File: config.mk
export PLATFORM = sky130hd
export DESIGN_NAME = keypad_report_change_events_unit
export DESIGN_NICKNAME = d
export VERILOG_FILES = /design/src/kpce_pkg.sv /design/src/kpce_detect.sv /design/src/keypad_report_change_events_unit.sv
export SDC_FILE = /design/constraint.sdc
export NUM_CORES = 1
export LEC_CHECK = 0
export BUFFER_PORTS_ARGS = -buffer_cell sky130_fd_sc_hd__buf_2
export CORE_AREA = 2 2 174 176
export DETAILED_ROUTE_END_ITERATION = 7
export DIE_AREA = 0 0 176 178
export PLACE_DENSITY = 0.55
export RECOVER_POWER = 50
export SLEW_MARGIN = 10
export SYNTH_ARGS = -nofsm -noshare
export SYNTH_HDL_FRONTEND = slang
export SYNTH_HIERARCHICAL = 1
export SYNTH_SLANG_ARGS = --single-unit
File: constraint.sdc
create_clock -name clk -period 18.8 [get_ports clk]
set_input_delay 3.76 -clock clk [delete_from_list [all_inputs] [get_ports clk]]
set_output_delay 3.76 -clock clk [all_outputs]
set_load 0.05 [all_outputs]
File: src/kpce_pkg.sv
// ----------------------------------------------------------------------------
// kpce_pkg
// Shared types, constants and key mapping for the keypad change event unit.
// ----------------------------------------------------------------------------
package kpce_pkg;

  localparam int NUM_KEYS = 35;
  localparam int NUM_EV   = NUM_KEYS + 1;
  localparam int CODE_W   = 6;

  localparam logic [CODE_W-1:0] STICK_SLOT  = CODE_W'(NUM_KEYS);
  localparam logic [CODE_W-1:0] CODE_BRIGHT = CODE_W'(32);

  localparam logic KIND_KEY   = 1'b0;
  localparam logic KIND_STICK = 1'b1;

  typedef logic [1:0]                level_t;
  typedef level_t [NUM_KEYS-1:0]     levels_t;
  typedef logic [NUM_EV-1:0]         pend_t;

  typedef struct packed {
    pend_t      pend;
    levels_t    levels;
    logic [7:0] x;
    logic [7:0] y;
  } change_t;

  // key levels in event order: G1..G23, M1..M3, MR, round, T1..T4,
  // brightness, click1, click2
  function automatic levels_t key_levels(input logic [7:0] g_lo,
                                         input logic [7:0] g_mid,
                                         input logic [7:0] g_hi,
                                         input logic [7:0] panel,
                                         input logic [7:0] extra);
    levels_t lv;
    for (int i = 0; i < 8; i++) begin
      lv[i]     = {1'b0, g_lo[i]};
      lv[8 + i] = {1'b0, g_mid[i]};
    end
    for (int i = 0; i < 7; i++) begin
      lv[16 + i] = {1'b0, g_hi[i]};
    end
    lv[23] = {1'b0, panel[5]};
    lv[24] = {1'b0, panel[6]};
    lv[25] = {1'b0, panel[7]};
    lv[26] = {1'b0, extra[0]};
    for (int i = 0; i < 5; i++) begin
      lv[27 + i] = {1'b0, panel[i]};
    end
    lv[32] = extra[6:5];
    lv[33] = {1'b0, extra[1]};
    lv[34] = {1'b0, extra[2]};
    return lv;
  endfunction

  // index of the lowest set bit
  function automatic logic [CODE_W-1:0] low_index(input pend_t v);
    logic [CODE_W-1:0] idx;
    idx = '0;
    for (int i = NUM_EV - 1; i >= 0; i--) begin
      if (v[i]) begin
        idx = CODE_W'(i);
      end
    end
    return idx;
  endfunction

endpackage

File: src/kpce_detect.sv
// ----------------------------------------------------------------------------
// kpce_detect
// Holds the last key levels and stick position; flags what a report changes.
// ----------------------------------------------------------------------------
module kpce_detect (
  input  logic                clk,
  input  logic                rst_n,
  input  logic                accept,
  input  logic                stick_enable,
  input  logic [7:0]          sx,
  input  logic [7:0]          sy,
  input  logic [7:0]          g_lo,
  input  logic [7:0]          g_mid,
  input  logic [7:0]          g_hi,
  input  logic [7:0]          panel,
  input  logic [7:0]          extra,
  output kpce_pkg::change_t   chg
);

  kpce_pkg::levels_t levels_r;
  kpce_pkg::levels_t levels_new;
  logic [7:0]        sx_r;
  logic [7:0]        sy_r;
  logic              stick_ev;

  assign levels_new = kpce_pkg::key_levels(g_lo, g_mid, g_hi, panel, extra);
  assign stick_ev   = ((sx != 8'd0) || (sy != 8'd0)) && stick_enable &&
                      ((sx != sx_r) || (sy != sy_r));

  always_comb begin
    for (int i = 0; i < kpce_pkg::NUM_KEYS; i++) begin
      chg.pend[i] = (levels_new[i] != levels_r[i]);
    end
    chg.pend[kpce_pkg::NUM_KEYS] = stick_ev;
    chg.levels = levels_new;
    chg.x      = sx;
    chg.y      = sy;
  end

  always_ff @(posedge clk) begin
    if (!rst_n) begin
      levels_r <= '0;
      sx_r     <= 8'd0;
      sy_r     <= 8'd0;
    end else if (accept) begin
      levels_r <= levels_new;
      if (stick_ev) begin
        sx_r <= sx;
        sy_r <= sy;
      end
    end
  end

endmodule

File: src/keypad_report_change_events_unit.sv
// ----------------------------------------------------------------------------
// keypad_report_change_events_unit
// Turns keypad reports into key change and stick move events.
// ----------------------------------------------------------------------------
// A report word is compared against the stored key levels when it is taken;
// each changed key and an optional stick move become a pending event bit.
// Events leave one per cycle unless the receiver stalls, lowest key code first
// and the stick move last, with tlast on the final event of the report. A
// report causes 0 to 36 events; the next report is taken in the cycle its
// predecessor's final event moves into the output register.
module keypad_report_change_events_unit (
  input  logic        clk,
  input  logic        rst_n,
  input  logic        cfg_we,
  input  logic        cfg_wdata,       // stick_enable
  input  logic        in_tvalid,
  output logic        in_tready,
  // stick_x_byte[7:0], stick_y_byte[15:8], gkeys_low[23:16],
  // gkeys_mid[31:24], gkeys_high[39:32], panel_keys[47:40], extra_keys[55:48]
  input  logic [55:0] in_tdata,
  output logic        out_tvalid,
  input  logic        out_tready,
  // key_code[5:0], key_level[7:6], stick_x[15:8], stick_y[23:16]
  output logic [23:0] out_tdata,
  output logic        out_tuser,       // event_kind
  output logic        out_tlast
);

  logic                          stick_en_r;
  kpce_pkg::change_t             chg;
  kpce_pkg::pend_t               pend_r;
  kpce_pkg::pend_t               pend_nxt;
  kpce_pkg::pend_t               low_bit;
  kpce_pkg::pend_t               pend_after;
  kpce_pkg::levels_t             levels_r;
  logic [7:0]                    x_r;
  logic [7:0]                    y_r;
  logic [kpce_pkg::CODE_W-1:0]   idx;
  logic                          emit;
  logic                          in_acc;

  logic                          out_valid_r;
  logic                          kind_r;
  logic [kpce_pkg::CODE_W-1:0]   code_r;
  logic [1:0]                    level_r;
  logic [7:0]                    ox_r;
  logic [7:0]                    oy_r;
  logic                          last_r;

  always_ff @(posedge clk) begin
    if (!rst_n) begin
      stick_en_r <= 1'b0;
    end else if (cfg_we) begin
      stick_en_r <= cfg_wdata;
    end
  end

  kpce_detect u_detect (
    .clk          (clk),
    .rst_n        (rst_n),
    .accept       (in_acc),
    .stick_enable (stick_en_r),
    .sx           (in_tdata[7:0]),
    .sy           (in_tdata[15:8]),
    .g_lo         (in_tdata[23:16]),
    .g_mid        (in_tdata[31:24]),
    .g_hi         (in_tdata[39:32]),
    .panel        (in_tdata[47:40]),
    .extra        (in_tdata[55:48]),
    .chg          (chg)
  );

  assign emit       = (pend_r != '0) && (!out_valid_r || out_tready);
  assign low_bit    = pend_r & (~pend_r + kpce_pkg::pend_t'(1));
  assign pend_after = emit ? (pend_r & ~low_bit) : pend_r;
  assign idx        = kpce_pkg::low_index(pend_r);
  assign in_tready  = (pend_after == '0);
  assign in_acc     = in_tvalid && in_tready;
  assign pend_nxt   = in_acc ? chg.pend : pend_after;

  always_ff @(posedge clk) begin
    if (!rst_n) begin
      pend_r <= '0;
    end else begin
      pend_r <= pend_nxt;
    end
  end

  always_ff @(posedge clk) begin
    if (in_acc) begin
      levels_r <= chg.levels;
      x_r      <= chg.x;
      y_r      <= chg.y;
    end
  end

  always_ff @(posedge clk) begin
    if (!rst_n) begin
      out_valid_r <= 1'b0;
    end else if (emit) begin
      out_valid_r <= 1'b1;
    end else if (out_tready) begin
      out_valid_r <= 1'b0;
    end
  end

  always_ff @(posedge clk) begin
    if (emit) begin
      last_r <= (pend_r & ~low_bit) == '0;
      if (idx == kpce_pkg::STICK_SLOT) begin
        kind_r  <= kpce_pkg::KIND_STICK;
        code_r  <= '0;
        level_r <= 2'd0;
        ox_r    <= x_r;
        oy_r    <= y_r;
      end else begin
        kind_r  <= kpce_pkg::KIND_KEY;
        code_r  <= idx;
        level_r <= levels_r[idx];
        ox_r    <= 8'd0;
        oy_r    <= 8'd0;
      end
    end
  end

  assign out_tvalid = out_valid_r;
  assign out_tdata  = {oy_r, ox_r, level_r, code_r};
  assign out_tuser  = kind_r;
  assign out_tlast  = last_r;

`ifndef NO_ASSERTIONS
  // stick move is always the final event of its report
  a_stick_last: assert property (@(posedge clk) disable iff (!rst_n)
    out_valid_r && (kind_r == kpce_pkg::KIND_STICK) |-> last_r)
    else $error("stick event without tlast");

  // key events carry a valid key code
  a_key_code: assert property (@(posedge clk) disable iff (!rst_n)
    out_valid_r && (kind_r == kpce_pkg::KIND_KEY) |->
      (code_r < kpce_pkg::STICK_SLOT))
    else $error("key code out of range");

  // each emission retires exactly one pending event
  a_retire_one: assert property (@(posedge clk) disable iff (!rst_n)
    emit && !in_acc |=> $countones(pend_r) == $countones($past(pend_r)) - 1)
    else $error("pending events not retired one at a time");

  // only brightness has a two-bit level
  a_level_width: assert property (@(posedge clk) disable iff (!rst_n)
    out_valid_r && (level_r[1] == 1'b1) |->
      (kind_r == kpce_pkg::KIND_KEY) && (code_r == kpce_pkg::CODE_BRIGHT))
    else $error("wide level on a one-bit key");
`endif

endmodule

; ---- Word-level counts from Yosys, hierarchy flattened
; Index checks and enable logic that the tools add are counted.
[word_totals]
register_bits = 168
latchBits = 0
ramBits = 0
romBits = 0
inputBits = 62
out_inout_bits = 28
word_cells = 185
n_memories = 0
[classes]
n_addsub = 1
multipliers = 0
div = 0
order_cmp = 1
eq_ne = 38
shift = 0
n_mux = 43
n_bitwise = 4
n_reduce_logical = 15
[ops]
columns = operator, n
row1 = two-way mux 6 bit, 36
row2 = bitwise AND 36 bit, 2
row3 = logical NOT 36 bit, 2
row4 = two-way mux 36 bit, 2
row5 = inverter 36 bit, 2
row6 = "adder 36 x 1 -> 36 bit, second input constant", 1
row7 = nonzero test 36 bit, 1
row8 = != test 1 bit, 34
row9 = != test 8 bit, 2
row10 = nonzero test 8 bit, 2
row11 = binary-select mux 2 bit (select 6 bit), 1
row12 = "less-than comparator 6 x 7 -> 1 bit, second input constant", 1
row13 = "equality test 6 bit, second input constant", 1
row14 = logical AND 1 bit, 4
row15 = logical OR 1 bit, 3
row16 = two-way mux 1 bit, 3
row17 = two-way mux 2 bit, 1
row18 = != test 2 bit, 1
row19 = AND reduction 2 bit, 1
row20 = nonzero test 2 bit, 1
row21 = logical NOT 1 bit, 1

; ---- Depth between registers and ports, before layout
[logic_depth]
word_depth = 38
ltp_mapped = 18
mapped_depth_nobuf = 11

; ---- Cells and area by module
; The synthesis kept the hierarchy.
[modules_own_cells]
columns = mod, instances, cells_per_inst, area_each_um2, seq_area_each_um2
row1 = keypad_report_change_events_unit, 1, 601, 7026.7, 4124.0
row2 = kpce_detect, 1, 337, 3180.6, 1041.0

; ---- Worst setup path before layout
; No wires, ideal clock.
[synth_path]
kind = in2reg
startpoint = input port out_tready
endpoint = register u_detect/levels_r[12] (netlist bit)
setup_ns = 0.116
t_arrival_ns = 10.263
slack_ns = 8.421
stages = 15
n_path_buf = 5
cell_sequence = nor2b_1 > clkbuf_1 > a21oi_1 > nand3_1 > a2111oi_2 > nand4_1 > nor3_1 > nand4_1 > buf_6 > buf_6 > nor2_1 > buf_2 > buf_2 > mux2i_1 > nor2b_1
[synth_via]
elab_chain_len = 5
[synth_rtl]
columns = element, line_no
row1 = from (decl), keypad_report_change_events_unit.sv:22  ; input logic out_tready,
row2 = logical OR 1 bit, keypad_report_change_events_unit.sv:73  ; assign emit = (pend_r != '0) && (!out_valid_r || out_tready);
row3 = logical AND 1 bit, keypad_report_change_events_unit.sv:73
row4 = two-way mux 36 bit, keypad_report_change_events_unit.sv:75  ; assign pend_after = emit ? (pend_r & ~low_bit) : pend_r;
row5 = logical NOT 36 bit, keypad_report_change_events_unit.sv:77  ; assign in_tready = (pend_after == '0);
row6 = logical AND 1 bit, keypad_report_change_events_unit.sv:78  ; assign in_acc = in_tvalid && in_tready;
row7 = net in_acc, keypad_report_change_events_unit.sv:40  ; logic in_acc;
row8 = to (signal assigned), kpce_detect.sv:46  ; levels_r <= levels_new;
row9 = to (decl), kpce_detect.sv:20  ; kpce_pkg::levels_t levels_r;
; The timed path passes the listed nets, and every way through them passes these cells.
; A chain may end at the register's enable or synchronous reset.

; ---- Worst setup path in the final report
[layout_path]
startpoint = input port out_tready
endpoint = output port in_tready
[layout_via]
elab_chain_len = 4
[layout_rtl]
columns = element, line_no
row1 = logical OR 1 bit, keypad_report_change_events_unit.sv:73
row2 = logical AND 1 bit, keypad_report_change_events_unit.sv:73
row3 = two-way mux 36 bit, keypad_report_change_events_unit.sv:75
row4 = logical NOT 36 bit, keypad_report_change_events_unit.sv:77
row5 = to (decl), keypad_report_change_events_unit.sv:17  ; output logic in_tready,
; Every way passes these cells.

==> flow_metrics.env <==
export IMPL_status="finished, violations left"
export IMPL_violations="max-capacitance violations, max-slew violations"
export IMPL_synth_edff_count=112
export IMPL_final_nets=1012
export IMPL_cts_setup_buffers=0
export IMPL_min_period_ns=10.22
export IMPL_gp_congestion=0.9133
export IMPL_synth_mux_area_frac=0.09782
export IMPL_async_reset_ff_frac=0
export IMPL_tightest_slew_ns=2.786
export IMPL_setup_viol=0
export IMPL_antenna_cells=0
export IMPL_clk_pin_slew_ns=0.06
export IMPL_drc=0
export IMPL_cts_sinks=202
export IMPL_clkLatencyLatePin_ns=0.50
export IMPL_detail_route_antenna_nets=0
export IMPL_r2r_start="pend_r[10]"
export IMPL_yosys_area_share_xor_xnor=0.04462
export IMPL_syn2layout_area_growth_pct=7.710
export IMPL_ys_ff_latch=202
export IMPL_core_area_um2=29400
export IMPL_r2r_setup_slack_ns=13.46
export IMPL_hold_path_depth=2
export IMPL_synth_simple_area_share=0.1533
export IMPL_maxCapViolCount=4
export IMPL_crit_slowest_cell="o21ai_0"
export IMPL_grt_pass1_wl_um=36330
export IMPL_path_buf_inv=4
export IMPL_cts_tree="built"
export IMPL_path_cells="clkbuf_1, nand2b_1, o21ai_0, buf_4, o31ai_1, nand4_1, nor3_1, nand4_1, inv_1, buf_2"
export IMPL_holdCritStartpoint="u_detect/sx_r[7]"
export IMPL_wirelength_um=23180
export IMPL_cts_hold_fix_buffers=0
export IMPL_hpwlAfterDp_um=16360
export IMPL_min_to="u_detect/sx_r[7]"
export IMPL_initial_core_util=0.3472
export IMPL_slew_violations=165
export IMPL_synth_avg_cell_area_um2=10.88
export IMPL_fin_util=0.3739
export IMPL_antenna_found_initial=0
export IMPL_grt_max_degree=69
export IMPL_layout_drive_gt1_share=0.07557
export IMPL_max_freq_mhz=97.81
export IMPL_finalHoldViolations=0
export IMPL_r2r_end="u_detect/sy_r[4]"
export IMPL_max_slew_margin=-0.8574
export IMPL_clockBufferDepth=3
export IMPL_firstDrtPassIters=5
export IMPL_ff2ff_path_depth=14
export IMPL_yosysWarnings=6
export IMPL_critPathArrivalTime_ns=6.46
export IMPL_skew_ns=0.005634
export IMPL_cp_top_family="simple AND/OR/NAND/NOR gates"
export IMPL_max_stage_delay_ns=0.46
export IMPL_h_tree_depth=1
export IMPL_start_kind="input port"
export IMPL_row_count=63
export IMPL_finalCritPeriodShare=0.5438
export IMPL_synth_fa_ha_area_frac=0.002942
export IMPL_synth_compound_area_frac=0.09929
export IMPL_netlist_area_um2=10210
export IMPL_drt_wirelength_per_cell_um=17.09
export IMPL_num_io_pins=90
export IMPL_end_kind="primary output"
export IMPL_drt_iter0_drc=516
export IMPL_crit_fanout=9
export IMPL_synth_cells=938
export IMPL_synth_distinct_cells=75
export IMPL_port_buffers=85
export IMPL_die_height_um=178
export IMPL_die_area_um2=31330
export IMPL_synth_top_family_by_area="simple AND/OR/NAND/NOR gates"
export IMPL_cp_depth=10
export IMPL_grt_setup_unrepaired="no"
export IMPL_grt_overflow=0
export IMPL_vias=6693
export IMPL_cts_root_buf="clkbuf_16"
export IMPL_ctsResizeCount=0
export IMPL_setup_tns_ns=0
export IMPL_viasPerCell=4.936
export IMPL_worstPathRequired_ns=15.04
export IMPL_stdcell_count=1356
export IMPL_holdWs_ns=0.4748
export IMPL_grt_pass1_vias=6299
export IMPL_dpl_cell_count=1315
export IMPL_synth_flop_cell="edfxtp_1"
export IMPL_grt_usage=0.1480
export IMPL_criticalPathCategory="input port to primary output"
export IMPL_fp_dieW_um=176
export IMPL_min_path_type="flop to flop"
export IMPL_cp_common_cell="nand4_1"
export IMPL_cts_buffers=23
export IMPL_ys_seq_area_frac=0.5060
[worst max path at each step]
stage | startpoint | to
floorplan | out_tready | u_detect/levels_r[12]
global placement | out_tready | in_tready
detailed placement | out_tready | in_tready
CTS | out_tready | in_tready
global route | out_tready | in_tready
finish | out_tready | in_tready
[sequential cells by signal (all words and copies together), names as in the netlist, 2 cells and up]
name,count
level_r,2
code_r,6
oy_r,8
u_detect/sy_r,8
ox_r,8
x_r,8
u_detect/sx_r,8
y_r,8
levels_r,70
u_detect/levels_r,36
pend_r,36
[cell usage after synthesis (4+ instances only)]
master    instances  area, um2
nor2b_1          39      244.0
or3_1             5      31.28
nand2_1          65      244.0
o22ai_1           7      43.79
or4_1             5      37.54
or2_2             5      31.28
buf_6             4      45.04
a21oi_1          14      70.07
inv_1            14      52.55
edfxtp_1        112       3363
o31ai_1           4      30.03
o22ai_2           9      112.6
buf_1             4      15.01
o21ai_0          40      200.2
a31oi_1           4      25.02
nor2_1           39      146.4
nand3_1          58      290.3
buf_2            11      55.05
xor2_1           50      437.9
buf_4            87      653.1
nor3_1           11      55.05
clkbuf_1         31      116.4
o21a_1            5      37.54
nor4_1           18      112.6
mux2_2            6      67.56
dfxtp_1          90       1802
o211ai_1         10      75.07
mux2i_1          93      930.9
o31a_1            4      35.03
nand4_1           8      50.05
and2_1           16      100.1
o21ai_2           6      52.55
[kinds of logic (layout without fill, tap and decap cells)]
| logic type | Yosys count | after routing |
|---|---|---|
| and+or+nand+nor | 290 | 290 |
| DFF | 202 | 202 |
| buffers and inverters | 154 | 149 |
| AOI/OAI and AO/OA | 137 | 137 |
| muxes | 99 | 99 |
| xor gates and xnor gates | 52 | 52 |
| adders and majority gates | 3 | 3 |
| other | 1 | 34 |
[layer usage]
metal / global-route usage / vias to the layer above / share of wire
met4: 0.03891 / 0 / 0.021
li1: - / 3310 / -
met5: 0 / - / 0
met3: 0.02685 / 29 / 0.055
met2: 0.2292 / 180 / 0.44
met1: 0.2131 / 3174 / 0.48
[through the flow]
stage               area [um2]  setup WS (ns)
floorplan                10330          8.421
finish                   10990          8.577
global route             10990          8.365
CTS                      11160          8.841
global placement         10410          8.775
detailed placement       10410          8.856
[worst reg2reg max path, stage by stage, from the launching register on]
cell and delay (ns):
dfxtp_1 0.59, nor4_4 0.13, nand4_2 0.23, or3_1 0.41
o21ai_0 0.43, buf_4 0.33, o31ai_1 0.44, nand4_1 0.20
nor3_1 0.26, nand4_1 0.23, buf_4 0.35, nor2_4 0.15
buf_4 0.61, nand4_4 0.59, mux2i_1 0.31
[layout by cell type (no fill, tap or decap), types with 7 or more instances in the layout]
| cell type | instances |
|---|---|
| a21oi_1 | 14 |
| and2_0 | 12 |
| clkbuf_1 | 90 |
| clkbuf_16 | 23 |
| conb_1 | 34 |
| dfxtp_1 | 90 |
| edfxtp_1 | 112 |
| inv_1 | 14 |
| mux2i_1 | 93 |
| nand2_1 | 65 |
| nand3_1 | 58 |
| nand4_1 | 8 |
| nor2_1 | 38 |
| nor2b_1 | 39 |
| nor3_1 | 11 |
| nor4_1 | 18 |
| o211ai_1 | 10 |
| o21ai_0 | 47 |
| o22ai_1 | 7 |
| o22ai_2 | 9 |
| xor2_1 | 50 |
[final cells by class]
class	instances	area, um2
Sequential cell	202	5165
Clock buffer	31	625.6
Timing Repair Buffer	93	372.9
Multi-Input combinational cell	615	4167
Tap cell	390	488.0
Clock inverter	10	120.1
Inverter	15	56.30
Fill cell	2931	18410
Power is not shown: default switching activity piles up to over one toggle a cycle in this logic, so the estimate is an artifact.
